$ cat src/rtl/core/colormap_gradient_pixel_defines.svh
// ----------------------------------------------------------------------------
// colormap_gradient_pixel_defines.svh
// Assertion macros shared by the colormap pixel RTL.
// ----------------------------------------------------------------------------
`ifndef COLORMAP_GRADIENT_PIXEL_DEFINES_SVH
`define COLORMAP_GRADIENT_PIXEL_DEFINES_SVH

// Condition must hold on every edge outside reset.
`define CGP_ASSERT_HOLD(label, cond, msg) \
   label: assert property (@(posedge clock) disable iff (reset) (cond)) \
      else $error(msg);

// Condition in one cycle forces the consequence in the next.
`define CGP_ASSERT_NEXT(label, ante, cons, msg) \
   label: assert property (@(posedge clock) disable iff (reset) (ante) |=> (cons)) \
      else $error(msg);

// Condition must hold on the edge after any reset cycle.
`define CGP_ASSERT_AFTER_RESET(label, cond, msg) \
   label: assert property (@(posedge clock) (reset) |=> (cond)) \
      else $error(msg);

`endif

$ cat src/rtl/core/cgp_pkg.sv
// ----------------------------------------------------------------------------
// cgp_pkg
// Types, constants and gradient tables of the colormap pixel block.
// ----------------------------------------------------------------------------
package cgp_pkg;

   localparam int SAMPLE_W                 = 32;
   localparam int SAMPLE_FRAC_BITS_DEFAULT = 16;
   localparam int NORM_FRAC_BITS           = 16;
   localparam int FRAC_W                   = NORM_FRAC_BITS + 1;
   localparam int COLOR_W                  = 8;
   localparam int SEL_W                    = 3;
   localparam int CSR_INDEX_W              = 2;
   localparam int STOP_COUNT               = 17;
   localparam int STOP_IDX_W               = $clog2(STOP_COUNT);
   localparam int SEG_W                    = 3;

   localparam logic [FRAC_W-1:0] NORM_ONE = FRAC_W'(1) << NORM_FRAC_BITS;

   typedef enum logic [CSR_INDEX_W-1:0] {
      CSR_MIN_VALUE       = 2'd0,
      CSR_INV_RANGE_SCALE = 2'd1,
      CSR_COLORMAP_SELECT = 2'd2
   } csr_index_type;

   typedef enum logic [SEL_W-1:0] {
      MAP_JET       = 3'd0,
      MAP_HOT       = 3'd1,
      MAP_GRAYSCALE = 3'd2,
      MAP_VIRIDIS   = 3'd3
   } map_select_type;

   // Gradient stops as 0xRRGGBB: jet at 0, hot at 7, grayscale at 11, viridis at 13.
   localparam logic [3*COLOR_W-1:0] STOP_COLORS [STOP_COUNT] = '{
      24'h000080, 24'h0000FF, 24'h00FFFF, 24'h00FF00, 24'hFFFF00, 24'hFF0000, 24'h800000,
      24'h000000, 24'hFF0000, 24'hFFFF00, 24'hFFFFFF,
      24'h000000, 24'hFFFFFF,
      24'h440154, 24'h31688E, 24'h35B779, 24'hFDE724
   };

   function automatic logic [STOP_IDX_W-1:0] map_offset(input logic [SEL_W-1:0] sel);
      logic [STOP_IDX_W-1:0] off;
      unique case (map_select_type'(sel))
         MAP_JET:     off = STOP_IDX_W'(0);
         MAP_HOT:     off = STOP_IDX_W'(7);
         MAP_VIRIDIS: off = STOP_IDX_W'(13);
         default:     off = STOP_IDX_W'(11);
      endcase
      return off;
   endfunction

   // Number of segments (stops - 1).
   function automatic logic [SEG_W-1:0] map_segments(input logic [SEL_W-1:0] sel);
      logic [SEG_W-1:0] segs;
      unique case (map_select_type'(sel))
         MAP_JET:     segs = SEG_W'(6);
         MAP_HOT:     segs = SEG_W'(3);
         MAP_VIRIDIS: segs = SEG_W'(3);
         default:     segs = SEG_W'(1);
      endcase
      return segs;
   endfunction

endpackage

$ cat src/rtl/core/colormap_gradient_pixel.sv
// Stages: stage 1 offset, stage 2 32x32 multiply, stage 3 normalize and stop lookup,
//   stage 4 interpolation into the response register.
// Throughput: one request per clock while rsp_ready does not stall the output;
//   the 32x32 scale multiply is the deepest path.
// Reset: synchronous, clears all valid bits and loads min_value 0,
//   inv_range_scale 2^(32-SAMPLE_FRAC_BITS), colormap_select 0.
// ----------------------------------------------------------------------------
// colormap_gradient_pixel
// False-color mapping of one Q16.16 sample onto a piecewise-linear gradient.
// ----------------------------------------------------------------------------
`include "colormap_gradient_pixel_defines.svh"

module colormap_gradient_pixel #(
   parameter int SAMPLE_FRAC_BITS = cgp_pkg::SAMPLE_FRAC_BITS_DEFAULT
) (
   input  logic                                clock,
   input  logic                                reset,
   // request channel
   input  logic                                req_valid,
   output logic                                req_ready,
   input  logic signed [cgp_pkg::SAMPLE_W-1:0] req_sample,
   input  logic                                req_sample_invalid,
   // response channel
   output logic                                rsp_valid,
   input  logic                                rsp_ready,
   output logic [cgp_pkg::COLOR_W-1:0]         rsp_red,
   output logic [cgp_pkg::COLOR_W-1:0]         rsp_green,
   output logic [cgp_pkg::COLOR_W-1:0]         rsp_blue,
   // register write channel
   input  logic                                csr_valid,
   output logic                                csr_ready,
   input  logic [cgp_pkg::CSR_INDEX_W-1:0]     csr_index,
   input  logic [cgp_pkg::SAMPLE_W-1:0]        csr_wdata
);

   localparam int W       = cgp_pkg::SAMPLE_W;
   localparam int CW      = cgp_pkg::COLOR_W;
   localparam int FW      = cgp_pkg::FRAC_W;
   localparam int NF      = cgp_pkg::NORM_FRAC_BITS;
   localparam int PROD_W  = 2 * W;
   localparam int POS_W   = FW + cgp_pkg::SEG_W;
   localparam logic [W-1:0] SCALE_RESET = W'(1) << (W - SAMPLE_FRAC_BITS);

   // ---------------------------------------------------------------------
   // Configuration registers; software must write them only while idle, unchecked by the block.
   // ---------------------------------------------------------------------
   logic signed [W-1:0]             min_value_ff, min_value_in;
   logic [W-1:0]                    scale_ff, scale_in;
   logic [cgp_pkg::SEL_W-1:0]       select_ff, select_in;

   assign csr_ready = 1'b1;

   always_comb begin
      min_value_in = min_value_ff;
      scale_in     = scale_ff;
      select_in    = select_ff;
      if (csr_valid) begin
         unique case (cgp_pkg::csr_index_type'(csr_index))
            cgp_pkg::CSR_MIN_VALUE:       min_value_in = $signed(csr_wdata);
            cgp_pkg::CSR_INV_RANGE_SCALE: scale_in     = csr_wdata;
            cgp_pkg::CSR_COLORMAP_SELECT: select_in    = csr_wdata[cgp_pkg::SEL_W-1:0];
            default: ;  // drop writes past the register list
         endcase
      end
   end

   always_ff @(posedge clock) begin
      if (reset) begin
         min_value_ff <= '0;
         scale_ff     <= SCALE_RESET;
         select_ff    <= '0;
      end else begin
         min_value_ff <= min_value_in;
         scale_ff     <= scale_in;
         select_ff    <= select_in;
      end
   end

   // ---------------------------------------------------------------------
   // Stage advance: a stage loads when it is empty or its successor moves.
   // ---------------------------------------------------------------------
   logic s1_valid_ff, s2_valid_ff, s3_valid_ff, rsp_valid_ff;
   logic s1_adv, s2_adv, s3_adv, out_adv;

   assign out_adv   = !rsp_valid_ff || rsp_ready;
   assign s3_adv    = !s3_valid_ff || out_adv;
   assign s2_adv    = !s2_valid_ff || s3_adv;
   assign s1_adv    = !s1_valid_ff || s2_adv;
   assign req_ready = s1_adv;

   always_ff @(posedge clock) begin
      if (reset) begin
         s1_valid_ff  <= 1'b0;
         s2_valid_ff  <= 1'b0;
         s3_valid_ff  <= 1'b0;
         rsp_valid_ff <= 1'b0;
      end else begin
         if (s1_adv)  s1_valid_ff  <= req_valid;
         if (s2_adv)  s2_valid_ff  <= s1_valid_ff;
         if (s3_adv)  s3_valid_ff  <= s2_valid_ff;
         if (out_adv) rsp_valid_ff <= s3_valid_ff;
      end
   end

   // ---------------------------------------------------------------------
   // Stage 1: offset by the minimum, exact in W+1 bits. Only a positive
   // difference goes on; anything at or below the minimum maps to zero.
   // ---------------------------------------------------------------------
   logic signed [W:0] s1_diff;
   logic [W-1:0]      s1_dist_ff;
   logic              s1_pos_ff, s1_inv_ff;

   assign s1_diff = {req_sample[W-1], req_sample} - {min_value_ff[W-1], min_value_ff};

   always_ff @(posedge clock) begin
      if (s1_adv) begin
         s1_dist_ff <= s1_diff[W-1:0];
         s1_pos_ff  <= !s1_diff[W] && (s1_diff != '0);
         s1_inv_ff  <= req_sample_invalid;
      end
   end

   // ---------------------------------------------------------------------
   // Stage 2: scale multiply, registered before anything else touches it.
   // ---------------------------------------------------------------------
   logic [PROD_W-1:0] s2_prod_ff;
   logic              s2_pos_ff, s2_inv_ff;

   always_ff @(posedge clock) begin
      if (s2_adv) begin
         s2_prod_ff <= PROD_W'(s1_dist_ff) * PROD_W'(scale_ff);
         s2_pos_ff  <= s1_pos_ff;
         s2_inv_ff  <= s1_inv_ff;
      end
   end

   // ---------------------------------------------------------------------
   // Stage 3: saturate to 1.0, place on the gradient, fetch both stops.
   // ---------------------------------------------------------------------
   logic                            s3_sat;
   logic [FW-1:0]                   s3_norm;
   logic [cgp_pkg::SEG_W-1:0]       s3_segs, s3_last, s3_idx_raw, s3_idx;
   logic [POS_W-1:0]                s3_pos;
   logic [cgp_pkg::STOP_IDX_W-1:0]  s3_base;
   logic [3*CW-1:0]                 s3_c1_ff, s3_c2_ff;
   logic [FW-1:0]                   s3_frac_ff;
   logic                            s3_inv_ff;

   always_comb begin
      s3_sat     = s2_prod_ff[PROD_W-1:NF] > (PROD_W-NF)'(cgp_pkg::NORM_ONE);
      if (!s2_pos_ff)  s3_norm = '0;
      else if (s3_sat) s3_norm = cgp_pkg::NORM_ONE;
      else             s3_norm = s2_prod_ff[NF +: FW];
      s3_segs    = cgp_pkg::map_segments(select_ff);
      s3_last    = s3_segs - cgp_pkg::SEG_W'(1);
      s3_pos     = POS_W'(s3_norm) * POS_W'(s3_segs);
      s3_idx_raw = s3_pos[NF +: cgp_pkg::SEG_W];
      // clamp so the top of the range stays on the last segment with frac 1.0
      s3_idx     = (s3_idx_raw > s3_last) ? s3_last : s3_idx_raw;
      s3_base    = cgp_pkg::map_offset(select_ff) + cgp_pkg::STOP_IDX_W'(s3_idx);
   end

   always_ff @(posedge clock) begin
      if (s3_adv) begin
         s3_c1_ff   <= cgp_pkg::STOP_COLORS[s3_base];
         s3_c2_ff   <= cgp_pkg::STOP_COLORS[s3_base + cgp_pkg::STOP_IDX_W'(1)];
         s3_frac_ff <= FW'(s3_pos - (POS_W'(s3_idx) << NF));
         s3_inv_ff  <= s2_inv_ff;
      end
   end

   // ---------------------------------------------------------------------
   // Stage 4: per-channel interpolation into the response register.
   // ---------------------------------------------------------------------
   logic [CW-1:0] lerp_red, lerp_green, lerp_blue;
   logic [CW-1:0] rsp_red_ff, rsp_green_ff, rsp_blue_ff;

   cgp_lerp u_lerp_red (
      .c_start (s3_c1_ff[2*CW +: CW]),
      .c_end   (s3_c2_ff[2*CW +: CW]),
      .frac    (s3_frac_ff),
      .level   (lerp_red)
   );

   cgp_lerp u_lerp_green (
      .c_start (s3_c1_ff[CW +: CW]),
      .c_end   (s3_c2_ff[CW +: CW]),
      .frac    (s3_frac_ff),
      .level   (lerp_green)
   );

   cgp_lerp u_lerp_blue (
      .c_start (s3_c1_ff[0 +: CW]),
      .c_end   (s3_c2_ff[0 +: CW]),
      .frac    (s3_frac_ff),
      .level   (lerp_blue)
   );

   // Invalid samples (NaN or Inf at the source) give black.
   always_ff @(posedge clock) begin
      if (out_adv) begin
         rsp_red_ff   <= s3_inv_ff ? '0 : lerp_red;
         rsp_green_ff <= s3_inv_ff ? '0 : lerp_green;
         rsp_blue_ff  <= s3_inv_ff ? '0 : lerp_blue;
      end
   end

   assign rsp_valid = rsp_valid_ff;
   assign rsp_red   = rsp_red_ff;
   assign rsp_green = rsp_green_ff;
   assign rsp_blue  = rsp_blue_ff;

   // ---------------------------------------------------------------------
   // Assertions
   // ---------------------------------------------------------------------
   `CGP_ASSERT_AFTER_RESET(a_reset_empty, !rsp_valid_ff && !s1_valid_ff, "pipeline not empty after reset")
   `CGP_ASSERT_HOLD(a_frac_range, !s3_valid_ff || (s3_frac_ff <= cgp_pkg::NORM_ONE), "interpolation fraction above 1.0")
   `CGP_ASSERT_NEXT(a_invalid_black, s3_valid_ff && s3_inv_ff && out_adv, rsp_red == '0 && rsp_green == '0 && rsp_blue == '0, "invalid sample not black")
   `CGP_ASSERT_NEXT(a_stage3_hold, s3_valid_ff && !out_adv, s3_valid_ff && $stable(s3_frac_ff) && $stable(s3_c1_ff), "stage 3 lost data under stall")

endmodule

$ cat src/rtl/core/cgp_lerp.sv
// ----------------------------------------------------------------------------
// cgp_lerp
// One color channel: c_start + frac * (c_end - c_start), truncated.
// ----------------------------------------------------------------------------
module cgp_lerp (
   input  logic [cgp_pkg::COLOR_W-1:0] c_start,
   input  logic [cgp_pkg::COLOR_W-1:0] c_end,
   input  logic [cgp_pkg::FRAC_W-1:0]  frac,
   output logic [cgp_pkg::COLOR_W-1:0] level
);

   localparam int ACC_W = cgp_pkg::FRAC_W + cgp_pkg::COLOR_W + 2;

   logic signed [cgp_pkg::COLOR_W:0] diff;
   logic signed [ACC_W-1:0]          acc;

   // Result always lies between the two stops, so acc never goes negative.
   assign diff  = $signed({1'b0, c_end}) - $signed({1'b0, c_start});
   assign acc   = $signed({{(ACC_W-cgp_pkg::COLOR_W-cgp_pkg::NORM_FRAC_BITS){1'b0}},
                           c_start, {cgp_pkg::NORM_FRAC_BITS{1'b0}}})
                + $signed({1'b0, frac}) * diff;
   assign level = acc[cgp_pkg::NORM_FRAC_BITS +: cgp_pkg::COLOR_W];

endmodule

$ cat config.mk
export PLATFORM = sky130hd
export DESIGN_NAME = colormap_gradient_pixel
export DESIGN_NICKNAME = d
export VERILOG_FILES = /design/src/rtl/core/cgp_pkg.sv /design/src/rtl/core/colormap_gradient_pixel.sv /design/src/rtl/core/cgp_lerp.sv
export VERILOG_INCLUDE_DIRS = /design/src /design/src/rtl/core
export SDC_FILE = /design/constraint.sdc
export NUM_CORES = 2
export LEC_CHECK = 0
export ABC_AREA = 1
export BUFFER_PORTS_ARGS = -buffer_cell sky130_fd_sc_hd__buf_2
export CELL_PAD_IN_SITES_DETAIL_PLACEMENT = 0
export CELL_PAD_IN_SITES_GLOBAL_PLACEMENT = 2
export CORE_MARGIN = 2
export CORE_UTILIZATION = 40
export CTS_CLUSTER_SIZE = 16
export DETAILED_ROUTE_END_ITERATION = 12
export PLACE_DENSITY = 0.82
export SLEW_MARGIN = 15
export SYNTH_ARGS = -nofsm -noshare
export SYNTH_HDL_FRONTEND = slang
export SYNTH_HIERARCHICAL = 1
export SYNTH_SLANG_ARGS = --single-unit
$ cat constraint.sdc
create_clock -name clock -period 11.2 [get_ports clock]
set_input_delay 0 -clock clock [delete_from_list [all_inputs] [get_ports clock]]
set_output_delay 0 -clock clock [all_outputs]
set_load 0.05 [all_outputs]
# --- Word-level counts from Yosys, hierarchy flattened ---
# Memory sizes are Yosys's and may differ from the RTL's. A register that Yosys moved wholly into a read port is not among the register bits.
# Cells that the tools add are included.
classes:
  eq_ne: 4
  muxes: 5
  n_mul: 5
  order_cmp: 2
  bitwise_logic: 2
  div: 0
  shift: 0
  add_sub_neg: 11
  reduce_logical: 17
op_table:
  columns: ["cell", "n"]
  rows:
  - ["$add A24 B24 Y24", 3]
  - ["$mul A18 B9 Y24", 3]
  - ["$mul A32 B32 Y64", 1]
  - ["$gt A48 B17 Y1 const B", 1]
  - ["$mux W17", 2]
  - ["$reduce_bool A33 Y1", 1]
  - ["$sub A32 B32 Y33", 1]
  - ["$sub A8 B8 Y9", 3]
  - ["$mul A17 B3 Y19", 1]
  - ["$sub A17 B17 Y17", 1]
  - ["$not A5 Y6", 2]
  - ["$pmux W4 S3", 1]
  - ["$pmux W3 S2", 1]
  - ["$reduce_and A2 Y1", 3]
  - ["$add A4 B3 Y5", 1]
  - ["$add A5 B1 Y5 const B", 1]
  - ["$logic_not A1 Y1", 5]
  - ["$logic_or A1 B1 Y1", 4]
  - ["$eq A3 B1 Y1 const B", 1]
  - ["$eq A3 B2 Y1 const B", 1]
  - ["$gt A3 B3 Y1", 1]
  - ["$logic_not A3 Y1", 1]
  - ["$mux W3", 1]
  - ["$sub A3 B1 Y3 const B", 1]
  - ["5 further kinds", 5]
word_totals:
  latch_bits: 0
  output_inout_bits: 27
  mem_bits_rw: 0
  reg_bits: 213
  mem_bits_ro: 1536
  n_memories: 2
mem_list:
  columns: ["memory", "depth", "word_bits", "read_ports", "rd_clocked_by_memory_dff", "write_ports", "line", "rtl"]
  rows:
  - ["(no name shown)", 32, 24, 1, 1, 0, "colormap_gradient_pixel.sv:166", "s3_c2_ff <= cgp_pkg::STOP_COLORS[s3_base + cgp_pkg::STOP_IDX_W'(1)];"]
  - ["(no name shown)", 32, 24, 1, 1, 0, "colormap_gradient_pixel.sv:165", "s3_c1_ff <= cgp_pkg::STOP_COLORS[s3_base];"]

# --- Logic depth before layout (Yosys ltp) ---
depth:
  ltp_word: 9
  mapped_depth: 46

# --- Modules after synthesis ---
# Netlist, hierarchy kept.
modules_own_cells:
  columns: ["module", "cells_each", "area_per_inst_um2", "instances", "seq_area_each_um2"]
  rows:
  - ["colormap_gradient_pixel", 5965, 47027.6, 1, 6346.1]
  - ["cgp_lerp (u_lerp_green ...)", 692, 5195.0, 2, 0.0]
  - ["cgp_lerp (u_lerp_blue)", 692, 5178.7, 1, 0.0]

# --- Worst setup path before layout ---
# Ideal clock, no wire load.
synth_timing:
  path_type: "register -> register"
  from: "reg s2_prod_ff[62]"
  to: "reg s3_c2_ff[1] (data pin)"
  required_ns: 10.935
  synth_period_minus_slack_ns: 6.680
  stages_incl_launch_ff: 44
  path_slack_ns: 4.520
  arrival_time_ns: 6.415
  n_path_buf: 1
  path_cell_list: "edfxtp_1 > or2_2 > nor3_1 > nand2_1 > nor2_1 > nand2_1 > clkbuf_1 > nor2_1 > nand2_1 > fa_1 > inv_1 > ha_1 > fa_1 > nand2_1 > nand3_1 > o21ai_0 > o21ai_1 > nand2_1 > (+8 left out) > nand2_1 > nor2_1 > inv_1 > nand2_1 > inv_1 > ha_1 > inv_1 > fa_1 > inv_1 > ha_1 > inv_1 > nand2_1 > nand2_1 > inv_1 > nand2_1 > nor2_1 > a31oi_1 > a21oi_1"
synth_via:
  elab_chain_len: 9
synth_lines:
  columns: ["element", "line", "rtl"]
  rows:
  - ["from (decl)", "colormap_gradient_pixel.sv:126", "logic [PROD_W-1:0] s2_prod_ff;"]
  - ["from (signal assigned)", "colormap_gradient_pixel.sv:131", "s2_prod_ff <= PROD_W'(s1_dist_ff) * PROD_W'(scale_ff);"]
  - ["$gt A48 B17 Y1 (*)", "colormap_gradient_pixel.sv:150", "s3_sat = s2_prod_ff[PROD_W-1:NF] > (PROD_W-NF)'(cgp_pkg::NORM_ONE);"]
  - ["$mux W17 (*)", "colormap_gradient_pixel.sv:152", "else if (s3_sat) s3_norm = cgp_pkg::NORM_ONE;"]
  - ["$mux W17 (*)", "colormap_gradient_pixel.sv:151", "if (!s2_pos_ff) s3_norm = '0;"]
  - ["$mul A17 B3 Y19 (*)", "colormap_gradient_pixel.sv:156", "s3_pos = POS_W'(s3_norm) * POS_W'(s3_segs);"]
  - ["$gt A3 B3 Y1", "colormap_gradient_pixel.sv:159", "s3_idx = (s3_idx_raw > s3_last) ? s3_last : s3_idx_raw;"]
  - ["$mux W3 (*)", "colormap_gradient_pixel.sv:159", null]
  - ["$add A4 B3 Y5 (*)", "colormap_gradient_pixel.sv:160", "s3_base = cgp_pkg::map_offset(select_ff) + cgp_pkg::STOP_IDX_W'(s3_idx);"]
  - ["$add A5 B1 Y5 (*)", "colormap_gradient_pixel.sv:166", null]
  - ["$not A5 Y6 (not written as such) (*)", "colormap_gradient_pixel.sv:166", null]
  - ["to (decl)", "colormap_gradient_pixel.sv:145", "logic [3*CW-1:0] s3_c1_ff, s3_c2_ff;"]
# Every way passes the cells marked *; elsewhere a longest branch is shown, timed or not.
# A chain may end at the register's enable or synchronous reset.

# --- Worst setup path in the final report ---
layout_timing:
  from: "reg scale_ff[2]"
  to: "reg s2_prod_ff[35] (data pin)"
layout_via:
  elab_chain_len: 1
layout_lines:
  columns: ["element", "line", "rtl"]
  rows:
  - ["from (decl)", "colormap_gradient_pixel.sv:48", "logic [W-1:0] scale_ff, scale_in;"]
  - ["from (signal assigned)", "colormap_gradient_pixel.sv:74", "scale_ff <= scale_in;"]
  - ["$mul A32 B32 Y64", "colormap_gradient_pixel.sv:131", null]
# Every way passes these cells.

==> flow_metrics.env <==
export IMPL_status="finished, final reports clean"
export IMPL_path_class="flip-flop to flip-flop"
export IMPL_slew_headroom=0.215
export IMPL_clockRootBuffer="clkbuf_16"
export IMPL_ys_types=57
export IMPL_cts_sinks=235
export IMPL_cts_clk_slew_worst_paths_ns=0.06
export IMPL_tns_ns=0
export IMPL_async_reset_ff_frac=0
export IMPL_dr_pass1_iters=6
export IMPL_netlist_area_mm2=0.0626
export IMPL_grt_pass1_wl_um=316000
export IMPL_die_x_um=400
export IMPL_drt_iter0_drc=3031
export IMPL_ios=99
export IMPL_max_freq_ghz=0.121
export IMPL_wirelength_um=198000
export IMPL_synthFlopType="edfxtp_1"
export IMPL_endpoint_kind="flip-flop"
export IMPL_worst_pin_slew_ns=1.17
export IMPL_wl_per_cell_um=19.6
export IMPL_fin_cells=10100
export IMPL_hpwl_um=159000
export IMPL_initial_utilization=0.402
export IMPL_startpoint_type="flip-flop"
export IMPL_synth_edff_count=164
export IMPL_synth_area_mux_share=0
export IMPL_drt_drc_violations_left=0
export IMPL_nets=9831
export IMPL_syn_inst=8041
export IMPL_viasPerCell=4.95
export IMPL_r2r_setup_slack_ns=2.95
export IMPL_crit_fanout=20
export IMPL_grt_setup_unrepaired="false"
export IMPL_crit_buf_inv=9
export IMPL_dp_cells=10000
export IMPL_cts_made_buffers=35
export IMPL_syn_to_final_growth_pct=6.70
export IMPL_place_area_mm2=0.0652
export IMPL_cp_top_family="adder cells"
export IMPL_synth_simple_area_share=0.197
export IMPL_synth_most_common_cell="inv_1"
export IMPL_whs_ns=0.0512
export IMPL_synth_xor_area_share=0.0107
export IMPL_min_period_ns=8.25
export IMPL_fin_skew_ns=0.0536
export IMPL_cap_violations=0
export IMPL_holdCritPathClass="input port to flip-flop"
export IMPL_cts_tree="done"
export IMPL_num_fill_cells=16100
export IMPL_synth_top_family_by_area="adder cells"
export IMPL_cts_max_level=2
export IMPL_synth_common_cells="inv_1 (2144), nand2_1 (2036), fa_1 (1252)"
export IMPL_required_ns=11.50
export IMPL_grt_overflow=0
export IMPL_port_buffers=97
export IMPL_vias=50000
export IMPL_drive_gt1_frac=0.0513
export IMPL_synth_top_area_cell="fa_1"
export IMPL_die_area_mm2=0.160
export IMPL_cts_buffer_depth=3
export IMPL_core_mm2=0.156
export IMPL_clk_latency_ns=0.62
export IMPL_die_h_um=400
export IMPL_avgSynthCellArea_um2=7.78
export IMPL_yosys_register_bits=235
export IMPL_yosysSeqAreaShare=0.101
export IMPL_design_area_mm2=0.0668
export IMPL_grt_max_degree=69
export IMPL_synth_fp_nets=9848
export IMPL_synth_fa_ha_area_frac=0.497
export IMPL_yosys_warnings=6
export IMPL_final_max_slew_viol_count=0
export IMPL_routabilityCongestion=0.911
export IMPL_critPathArrivalTime_ns=8.55
export IMPL_antenna_found_initial=1
export IMPL_min_period_over_period=0.736
export IMPL_synth_compound_area_frac=0.0447
export IMPL_synth_area_leaders="fa_1 (40%), inv_1 (13%), nand2_1 (12%)"
export IMPL_setup_violations_final=0
export IMPL_cp_slowest_cell="dfxtp_1"
export IMPL_synth_top_area_share=0.400
export IMPL_rows=145
export IMPL_antenna_left=0
export IMPL_grt_pass1_vias=54400
export IMPL_grt_usage=0.259
export IMPL_cts_setup_buffers=0
export IMPL_crit_path_max_incr_delay_ns=0.90
export IMPL_finalHoldViolations=0
## cells in the final DEF, fill, tap and decap left out, types with 4 or more instances in the layout
master and count:
a211oi_1 6, dlygate4sd3_1 45, nor2_1 571, clkinv_1 4, nand2_1 2035, a21oi_4 4
xor2_1 49, nand4_1 46, fa_1 1252, nor3_1 39, buf_2 97, clkbuf_1 5
a21boi_0 5, bufinv_16 4, nand2_2 36, nand3_1 205, buf_4 89, xnor2_2 4
inv_1 2141, dfxtp_1 66, o21ai_1 5, ha_1 483, nor4_1 18, o21ai_0 157
o21bai_1 22, o211ai_1 4, edfxtp_1 164, and2_1 4, xnor2_1 15, inv_2 28
a21oi_1 218, dfxtp_2 5, a21o_1 17, clkbuf_16 35, a31oi_1 17, o21a_1 12
clkinv_2 8, nand3b_1 19, nor2_2 70
## stage by stage
stage          utilization  setup WS, ns
2_1_floorplan            -          4.52
3_3_place_gp         0.418          2.92
3_5_place_dp         0.418          2.90
4_1_cts              0.429          2.84
5_1_grt              0.429          2.40
6_report             0.429          2.95
## layer usage
layer	up-vias	global-route usage	routed length, um
li1	23300	-	-
met1	25100	0.320	81300
met2	1253	0.473	101000
met3	334	0.0239	8610
met4	0	0.0807	6930
met5	-	0	0
## final timing paths
kind,from,end,cells after the start
worst max register to register,scale_ff[2],s2_prod_ff[35],25
worst min-delay path,req_sample[22],s1_dist_ff[22],5
worst min register to register,s1_inv_ff,s2_inv_ff,0
worst max-delay path,scale_ff[2],s2_prod_ff[35],25
## worst register-to-register path, cell delays in order (launching register included)
cell and delay [ns]:
dfxtp_1 0.90, buf_4 0.45, nand2_1 0.15, fa_1 0.56, inv_1 0.05, fa_1 0.48
inv_1 0.05, fa_1 0.50, inv_1 0.08, fa_1 0.54, inv_1 0.06, fa_1 0.52
inv_1 0.06, fa_1 0.45, fa_1 0.53, inv_1 0.06, fa_1 0.57, inv_1 0.07
ha_1 0.38, a21oi_1 0.14, o21ai_0 0.29, a21oi_1 0.14, o21ai_0 0.53, inv_1 0.14
nand3_1 0.12, nand2_1 0.13
## state kept, by name, summed over array words and instances (netlist names), 3 cells and up
| register | cells |
|---|---|
| min_value_ff | 32 |
| rsp_blue | 8 |
| rsp_green | 8 |
| rsp_red | 8 |
| s1_dist_ff | 32 |
| s2_prod_ff | 48 |
| s3_c1_ff | 19 |
| s3_c2_ff | 19 |
| s3_frac_ff | 17 |
| scale_ff | 32 |
| select_ff | 3 |
## final cells by class
type	count	area (um2)	area share
Antenna cell	1	2.50	0.0000375
Clock buffer	42	922	0.0138
Clock inverter	20	236	0.00354
Inverter	2170	8150	0.122
Multi-Input combinational cell	5351	47000	0.703
Sequential cell	235	6350	0.0951
Tap cell	2058	2570	0.0386
Timing Repair Buffer	231	1600	0.0240
## cell families (layout without fill, tap and decap cells)
logic type,after synthesis,count (layout)
buffers and inverters,2455,2463
other,1,2
adder cells (fa/ha/maj),1735,1735
flip-flops,235,235
AND/OR/NAND/NOR,3058,3058
AO/OA/AOI/OAI,486,486
XOR/XNOR,71,71
## repair_timing
action / in CTS / in global routing
resized for setup: 0 / 0
hold buffers: 45 / 0
endpoints found under the hold margin: 78 / 0
Power is left out: the tool's default activity adds up to more than one toggle a clock period on the data nets, which glitch-free logic cannot reach.
